--- src/rtl/bld_pkg.sv ---
// ----------------------------------------------------------------------------
// bld_pkg
// Shared codes, widths and lane helpers for the byte-lane data RAM.
// ----------------------------------------------------------------------------
package bld_pkg;

    // Word count of the store; a power of two, so the word index is a slice.
    localparam int WORD_DEPTH = 16384;
    localparam int IDX_W      = $clog2(WORD_DEPTH);
    localparam int ADDR_W     = 24;
    localparam int DATA_W     = 32;
    localparam int LANES      = DATA_W / 8;

    typedef enum logic [1:0] {
        OP_IDLE  = 2'd0,
        OP_READ  = 2'd1,
        OP_WRITE = 2'd2
    } op_t;

    typedef enum logic [1:0] {
        SIZE_BYTE = 2'd0,
        SIZE_HALF = 2'd1,
        SIZE_WORD = 2'd2
    } size_t;

    // Lane enables for a store; all zero flags an illegal size/offset pair.
    function automatic logic [LANES-1:0] lane_mask(logic [1:0] size, logic [1:0] off);
        logic [LANES-1:0] m;
        m = '0;
        unique case (size)
            SIZE_BYTE: m = 4'b0001 << off;
            SIZE_HALF: m = (off != 2'd3) ? (4'b0011 << off) : 4'b0000;
            SIZE_WORD: m = (off == 2'd0) ? 4'b1111 : 4'b0000;
            default:   m = 4'b0000;
        endcase
        return m;
    endfunction

    function automatic logic [IDX_W-1:0] word_index(logic [ADDR_W-1:0] addr);
        return addr[IDX_W+1:2];
    endfunction

endpackage

--- src/rtl/bld_align.sv ---
// ----------------------------------------------------------------------------
// bld_align
// Load alignment: shift the word down by the lane offset, mask to the size
// and sign-extend narrow data on request.
// ----------------------------------------------------------------------------
module bld_align
    import bld_pkg::*;
(
    input  logic [DATA_W-1:0] word,
    input  logic [1:0]        off,
    input  logic [1:0]        size,
    input  logic              sign,
    output logic [DATA_W-1:0] data
);

    logic [DATA_W-1:0] shifted;

    assign shifted = word >> {off, 3'b000};

    always_comb
    begin
        unique case (size)
            SIZE_BYTE: data = {{24{sign & shifted[7]}}, shifted[7:0]};
            SIZE_HALF: data = {{16{sign & shifted[15]}}, shifted[15:0]};
            default:   data = shifted;
        endcase
    end

endmodule

--- config.mk ---
export PLATFORM = sky130hd
export DESIGN_NAME = bld_align
export DESIGN_NICKNAME = d
export VERILOG_FILES = /design/src/rtl/bld_pkg.sv /design/src/rtl/bld_align.sv
export SDC_FILE = /design/constraint.sdc
export NUM_CORES = 1
export LEC_CHECK = 0
export ABC_AREA = 1
export CAP_MARGIN = 20
export CELL_PAD_IN_SITES_DETAIL_PLACEMENT = 1
export CELL_PAD_IN_SITES_GLOBAL_PLACEMENT = 1
export CORE_MARGIN = 1.5
export CORE_UTILIZATION = 32
export DETAILED_ROUTE_END_ITERATION = 16
export DONT_BUFFER_PORTS = 1
export GPL_TIMING_DRIVEN = 0
export PLACE_DENSITY = 0.76
export SKIP_LAST_GASP = 1
export SLEW_MARGIN = 10
export SYNTH_ARGS = -nofsm -noshare
export SYNTH_HDL_FRONTEND = slang
export SYNTH_SLANG_ARGS = --single-unit
--- constraint.sdc ---
create_clock -name vclk -period 1.6
set_clock_uncertainty 0.15 [all_clocks]
set_input_delay 0.32 -clock vclk [all_inputs]
set_output_delay 0.32 -clock vclk [all_outputs]
set_load 0.005 [all_outputs]
# After elaboration in Yosys (flattened, before gate mapping)
# Cells that the tools add are included.
# word_totals
regBits	0
inputBits	37
output_inout_bits	32
word_cells	6
# op_classes
eq_ne	1
n_shift	1
muxes	1
bitwise	2
n_reduce_logical	1
# ops
op	n
32-bit case mux with 2 select lines	1
32-bit by 5-bit right shift with 32-bit output	1
1-bit bitwise AND	2
2-bit by 1-bit == test with 1-bit output (second input constant)	1
2-bit logical NOT	1

# Depth between registers and ports, before layout
# Gate-level depths: netlist of run 1.
# depth
ltp_word	3
depth_mapped	8
ltp_nobuf	6

# Least setup slack after synthesis of run 1
# No wires, ideal clock.
# synth_timing
path_kind	in2out
startpoint	input off[0]
endpoint	output data[20]
arrival_time_ns	1.064
slack_ns	0.066
cell_stages	7
cell_sequence	buf_6 nor2_1 nand2_1 nand2_1 nand3_2 buf_2 nand3_1
# synth_between
elab_chain_len	3
elab_cells_between_ends	4
cone_classes	shift: 1; mux: 1; bitwise: 2
# synth_rtl
item	line_no	source
from (decl)	bld_align.sv:10	input logic [1:0] off,
32-bit by 5-bit right shift with 32-bit output *	bld_align.sv:18	assign shifted = word >> {off, 3'b000};
1-bit bitwise AND, on equally long branches	bld_align.sv:24, bld_align.sv:23	
32-bit case mux with 2 select lines *	bld_align.sv:22	unique case (size)
to (decl)	bld_align.sv:13	output logic [DATA_W-1:0] data
# Every way passes the cells marked *; elsewhere a longest branch is shown, timed or not.

# Final worst setup path of run 1
# layout_timing
startpoint	input off[0]
endpoint	output data[29]
# Same word-level chain as after synthesis.

==> results of run 1 <==
where the power goes:
part / leakage (uW) / switching [uW] / internal (uW) / total (uW)
combinational: 0.000702 / 200 / 133 / 334
clock: 0 / 0 / 0 / 0
sequential: 0 / 0 / 0 / 0
placed cells by master (no fill, tap or decap), types with 4 or more instances in the layout:
master,instances
nand3_4,5
buf_4,7
buf_2,4
nand3_1,19
a21oi_2,5
nand2_4,8
buf_6,6
nor2_1,8
a21oi_1,8
inv_1,9
nand3_2,13
nand2_1,70
cell type report:
| cell class | count | area [um2] | area share, % |
|---|---|---|---|
| inverters | 11 | 53.8 | 4.53 |
| well taps | 30 | 37.5 | 3.16 |
| plain buffers | 14 | 131 | 11.1 |
| multi-input cells | 148 | 872 | 73.4 |
| repair buffers | 9 | 93.8 | 7.89 |
cell families after synthesis:
| group | count (synthesis) | share of synthesized area, % |
|---|---|---|
| buffers and inverters | 25 | 16.8 |
| AND/OR/NAND/NOR | 128 | 69.9 |
| AO/OA/AOI/OAI | 20 | 13.3 |
routing by layer:
metal	vias to the layer above	wire length, um	global-route usage [%]
met3	6	288	3.11
met4	0	56	2.99
met2	60	2070	48.1
met5	-	0	0
met1	615	1610	34.2
li1	583	-	-
worst max path at each step:
stage               endpoint  depth (start not counted)  slack (ns)
floorplan           data[20]                          7        0.07
global placement    data[22]                          7       -0.08
detailed placement  data[22]                          7       -0.08
CTS                 data[29]                          8       -0.04
global route        data[13]                          8       -0.06
finish              data[29]                          8       -0.03
per-stage QoR:
step | util, % | setup WS [ns] | instances | power [uW]
2_1_floorplan | - | 0.0663 | 173 | 189
3_3_place_gp | 34.8 | -0.0781 | 203 | 229
3_5_place_dp | 34.8 | -0.0812 | 203 | 240
4_1_cts | 40.2 | -0.0362 | 209 | 269
5_1_grt | 48.9 | -0.0619 | 212 | 364
6_report | 48.9 | -0.0275 | 212 | 334
timing repair:
item,4_1_cts,5_1_grt
pin swaps,1,3
gates resized for setup,24,43
setup endpoints to repair,31,31
setup buffers,4,2
gates cloned,2,1
worst max-delay path, cell delays in order:
cell and delay, ns:
buf_12 0.12, clkinv_8 0.04, buf_8 0.11, nand2_4 0.06, nand3_4 0.07, nand3b_4 0.16, buf_8 0.18, nand3_1 0.09
==> flow_metrics.tcl, run 1 <==
set metrics [dict create \
    setup_viol 22 \
    fp.dieW_um 53.3 \
    tightestPinTransition_ns 0.264 \
    drv_cap 0 \
    cts_hold_buf 0 \
    min_path_type "in -> out" \
    grt_start_max_net_pins 11 \
    floorplan.io_pins 69 \
    worst_setup_path_startpoint "off[0]" \
    whs_ns 0.607 \
    die_y_um 53.3 \
    detail_route.drc_violations 0 \
    layout.sequential_cells 0 \
    portion_of_the_post_synthesis_area_used_by_sequential_elements_pct 0 \
    syn_nets 210 \
    worstHoldPathCells 2 \
    worst_setup_path_end_kind "output pin" \
    final_nets 221 \
    first_iter_violations 41 \
    critPathKind "in -> out" \
    power_density_nw_per_um2 281 \
    flow.area_growth_from_synthesis_pct 46.8 \
    worst_slack_ns -0.0275 \
    crit_fanout 7 \
    synth_area_um2 810 \
    maxClockFrequency_mhz 614 \
    floorplan.initialDensity_pct 33.3 \
    layout_worst_path_cycle_share_pct 102 \
    synth-warning-count 0 \
    drt-total-wl_mm 4.03 \
    max_slew_margin_vs_limit_pct 82.3 \
    hpwl_after_detailed_placement_mm 2.76 \
    yosysMostFrequentCell "nand2_1" \
    violations_in_the_final_reports "negative setup slack" \
    row_count 18 \
    rsz_0062_raised_after_global_routing "yes" \
    critPathRequiredTime_ns 1.13 \
    num-clock-buffers 0 \
    sequential_cell_area_um2 0 \
    antenna_violating_nets_post_route 0 \
    grt_pass1_vias 1200 \
    gp_congestion 0.773 \
    worstSetupStartpointType "input pin" \
    grt-ovfl-total 0 \
    coreArea_um2 2430 \
    grt_usage_pct 26.6 \
    ys_top_cells_by_count "77 x nand2_1, 34 x nand3_1, 13 x a21oi_1" \
    global_route_wire_length_before_repair_mm 5.70 \
    p_leak_uw 0.000702 \
    status "finished with violations" \
    post_synth_main_area_contributors "nand2_1 36%, nand3_1 21%, a21oi_1 8.0%" \
    antenna_found_initial 0 \
    worst-endpoint-arrival_ns 1.16 \
    yosysUniqueCellTypes 19 \
    min-delay-start "word[1]" \
    max-vdd-ir-drop_v 0.000114 \
    drt_pass1_iterations 4 \
    antenna_cells_inserted 0 \
    detailroute.via_count 1264 \
    port-buffer-count 0 \
    timing.setup.tns_ns -0.385 \
    synthesis.area_per_instance_um2 4.68 \
    n_fill_cell 336 \
    synthCells 173 \
    wl_per_cell_um 19.0 \
    floorplan.die_area_um2 2840 \
    finished_cell_area_um2 1190 \
    via_density_per_instance 5.96 \
    period_needed_ns 1.63 \
    report.final.hold_viol_count 0 \
    drive_above_1_share_pct 33.0 \
    placement.cell_area_um2 847 \
    slew_violations 0 \
    worstHoldEndpoint "data[1]" \
    netlist.area_leader.share_pct 35.7 \
    post-synth-top-area-cell "nand2_1" \
]
No activity file was read; power rests on OpenSTA's default activity.
==> run 2, diff against run 1 <==
ABC_AREA = 0   (was 1)
PLACE_DENSITY = 0.69   (was 0.76)
==> flow_metrics.tcl, run 2 <==
set metrics [dict create \
    violations_in_the_final_reports "negative setup slack" \
    critPathKind "in -> out" \
    synthCells 106 \
    worst-endpoint-arrival_ns 1.25 \
    worstSetupStartpointType "input pin" \
    die_y_um 53.3 \
    worst_slack_ns -0.120 \
    fp.dieW_um 53.3 \
    gp_congestion 0.786 \
    status "finished with violations" \
    max_slew_margin_vs_limit_pct 81.0 \
    num-clock-buffers 0 \
    first_iter_violations 5 \
    finished_cell_area_um2 1120 \
    syn_nets 143 \
    yosysUniqueCellTypes 28 \
    ys_top_cells_by_count "16 x mux2i_1, 15 x a21oi_1, 9 x nor2b_1" \
    crit_fanout 5 \
    mostFrequentLayoutCells "15 x a21oi_1, 15 x mux2i_1" \
    detail_route.drc_violations 0 \
    post-synth-top-area-cell "mux2i_1" \
    rsz_0062_raised_after_global_routing "yes" \
    flow.area_growth_from_synthesis_pct 39.2 \
    report.power.total_uw 345 \
    drv_cap 0 \
    p_int_uw 175 \
    setup_viol 18 \
    grt_start_max_net_pins 11 \
    row_count 18 \
    p_leak_uw 0.000420 \
    wl_per_cell_um 22.1 \
    post_synth_main_area_contributors "mux2i_1 20%, a21oi_1 9.3%, o2bb2ai_1 8.7%" \
    tightestPinTransition_ns 0.284 \
    share_seq_of_total_power_pct 0 \
    portion_of_the_post_synthesis_area_used_by_sequential_elements_pct 0 \
    coreArea_um2 2430 \
    synthesis.area_per_instance_um2 7.63 \
    floorplan.io_pins 69 \
    grt_usage_pct 23.1 \
    floorplan.die_area_um2 2840 \
    wl_met1_mm 1.22 \
    routed-wl-met2_mm 1.72 \
    max-vdd-ir-drop_v 0.000144 \
    antenna_violating_nets_post_route 0 \
    share_comb_of_total_power_pct 100.0 \
    period_needed_ns 1.72 \
    global_route_wire_length_before_repair_mm 4.87 \
    critPathRequiredTime_ns 1.13 \
    antenna_found_initial 0 \
    report.final.hold_viol_count 0 \
    switching_power_uw 170 \
    cts_hold_buf 0 \
    n_fill_cell 304 \
    layout_worst_path_cycle_share_pct 107 \
    routed.top_layer "met4" \
    worst_setup_path_end_kind "output pin" \
    antenna_cells_inserted 0 \
    synth-warning-count 0 \
    port-buffer-count 0 \
    detailroute.wirelength.met3_um 201 \
    synth_area_um2 808 \
    min_path_type "in -> out" \
    drive_above_1_share_pct 43.9 \
    netlist.area_leader.share_pct 19.8 \
    final_nets 153 \
    drt-total-wl_mm 3.18 \
    placement.cell_area_um2 855 \
    hpwl_after_detailed_placement_mm 2.23 \
    slew_violations 0 \
    yosysMostFrequentCell "mux2i_1" \
    drt_pass1_iterations 4 \
    via_density_per_instance 6.31 \
    p_sw_share_pct 49.3 \
    detailroute.via_count 908 \
    grt_pass1_vias 962 \
    grt-ovfl-total 0 \
    power_density_nw_per_um2 307 \
    share_clk_of_total_power_pct 0 \
    sequential_cell_area_um2 0 \
    floorplan.initialDensity_pct 33.2 \
    maxClockFrequency_mhz 582 \
    layout.sequential_cells 0 \
]
run 2: cell count changes after synthesis, moves of 4 or more:
cell       delta
nor2b_1       +9
nand2_1      -75
o22ai_1       +6
mux2i_1      +16
a211oi_1      +7
a21boi_0      +7
inv_1         -9
or2_2         +6
buf_2         -4
nand3_1      -34
o2bb2ai_1     +8
nor2_1        -8
run 2: worst paths after layout:
path	slack, ns	cells after the start	start	to
hold / removal	0.59	1	word[27]	data[27]
setup / recovery	-0.12	5	off[1]	data[30]
run 2: worst max-delay path, cell delays in order:
cell and delay, ns:
buf_12 0.11, mux2_4 0.31, o221ai_4 0.22, buf_4 0.20, o2bb2ai_1 0.09
run 2: what timing repair did:
| item | in CTS | in global routing |
|---|---|---|
| pin swaps | 5 | 4 |
| cloned | 2 | 2 |
| endpoints found under the setup margin | 32 | 25 |
| setup buffers | 6 | 0 |
| hold endpoints to repair | 0 | 0 |
| resized for setup | 32 | 12 |
run 2: cell type report:
cell class	instances	area, um2	area share [%]
well taps	30	37.5	3.34
repair buffers	10	119	10.6
plain buffers	9	121	10.8
multi-input cells	95	847	75.3
run 2: kinds of logic (layout without fill, tap and decap cells):
logic type | after synthesis | in the layout | share of synthesized area, %
compound gates | 49 | 49 | 45.4
simple gates | 27 | 27 | 20.0
xor+xnor | 1 | 1 | 1.08
mux | 18 | 18 | 23.4
buf+inv | 11 | 19 | 10.2
run 2: per-layer routing:
metal | vias up | track usage [%]
met4 | 0 | 3.42
li1 | 425 | -
met2 | 35 | 42.4
met1 | 444 | 28.7
met5 | - | 0
met3 | 4 | 2.82
run 2: stage by stage:
step | TNS (ns) | utilization (%) | cells | hold slack [ns] | setup slack [ns]
floorplan | -0.722 | - | 106 | 0.596 | -0.0739
detailed placement | -5.54 | 35.1 | 136 | 0.604 | -0.283
global placement | -5.32 | 35.1 | 136 | 0.604 | -0.305
CTS | -1.92 | 43.5 | 143 | 0.604 | -0.136
global route | -2.43 | 46.2 | 144 | 0.592 | -0.155
finish | -1.68 | 46.2 | 144 | 0.591 | -0.120
run 2: power by group through the flow:
stage               Sequential (uW)  Combinational, uW  Clock (uW)
finish                            0                345           0
detailed placement                0                261           0
global route                      0                374           0
CTS                               0                323           0
global placement                  0                255           0
floorplan                         0                213           0
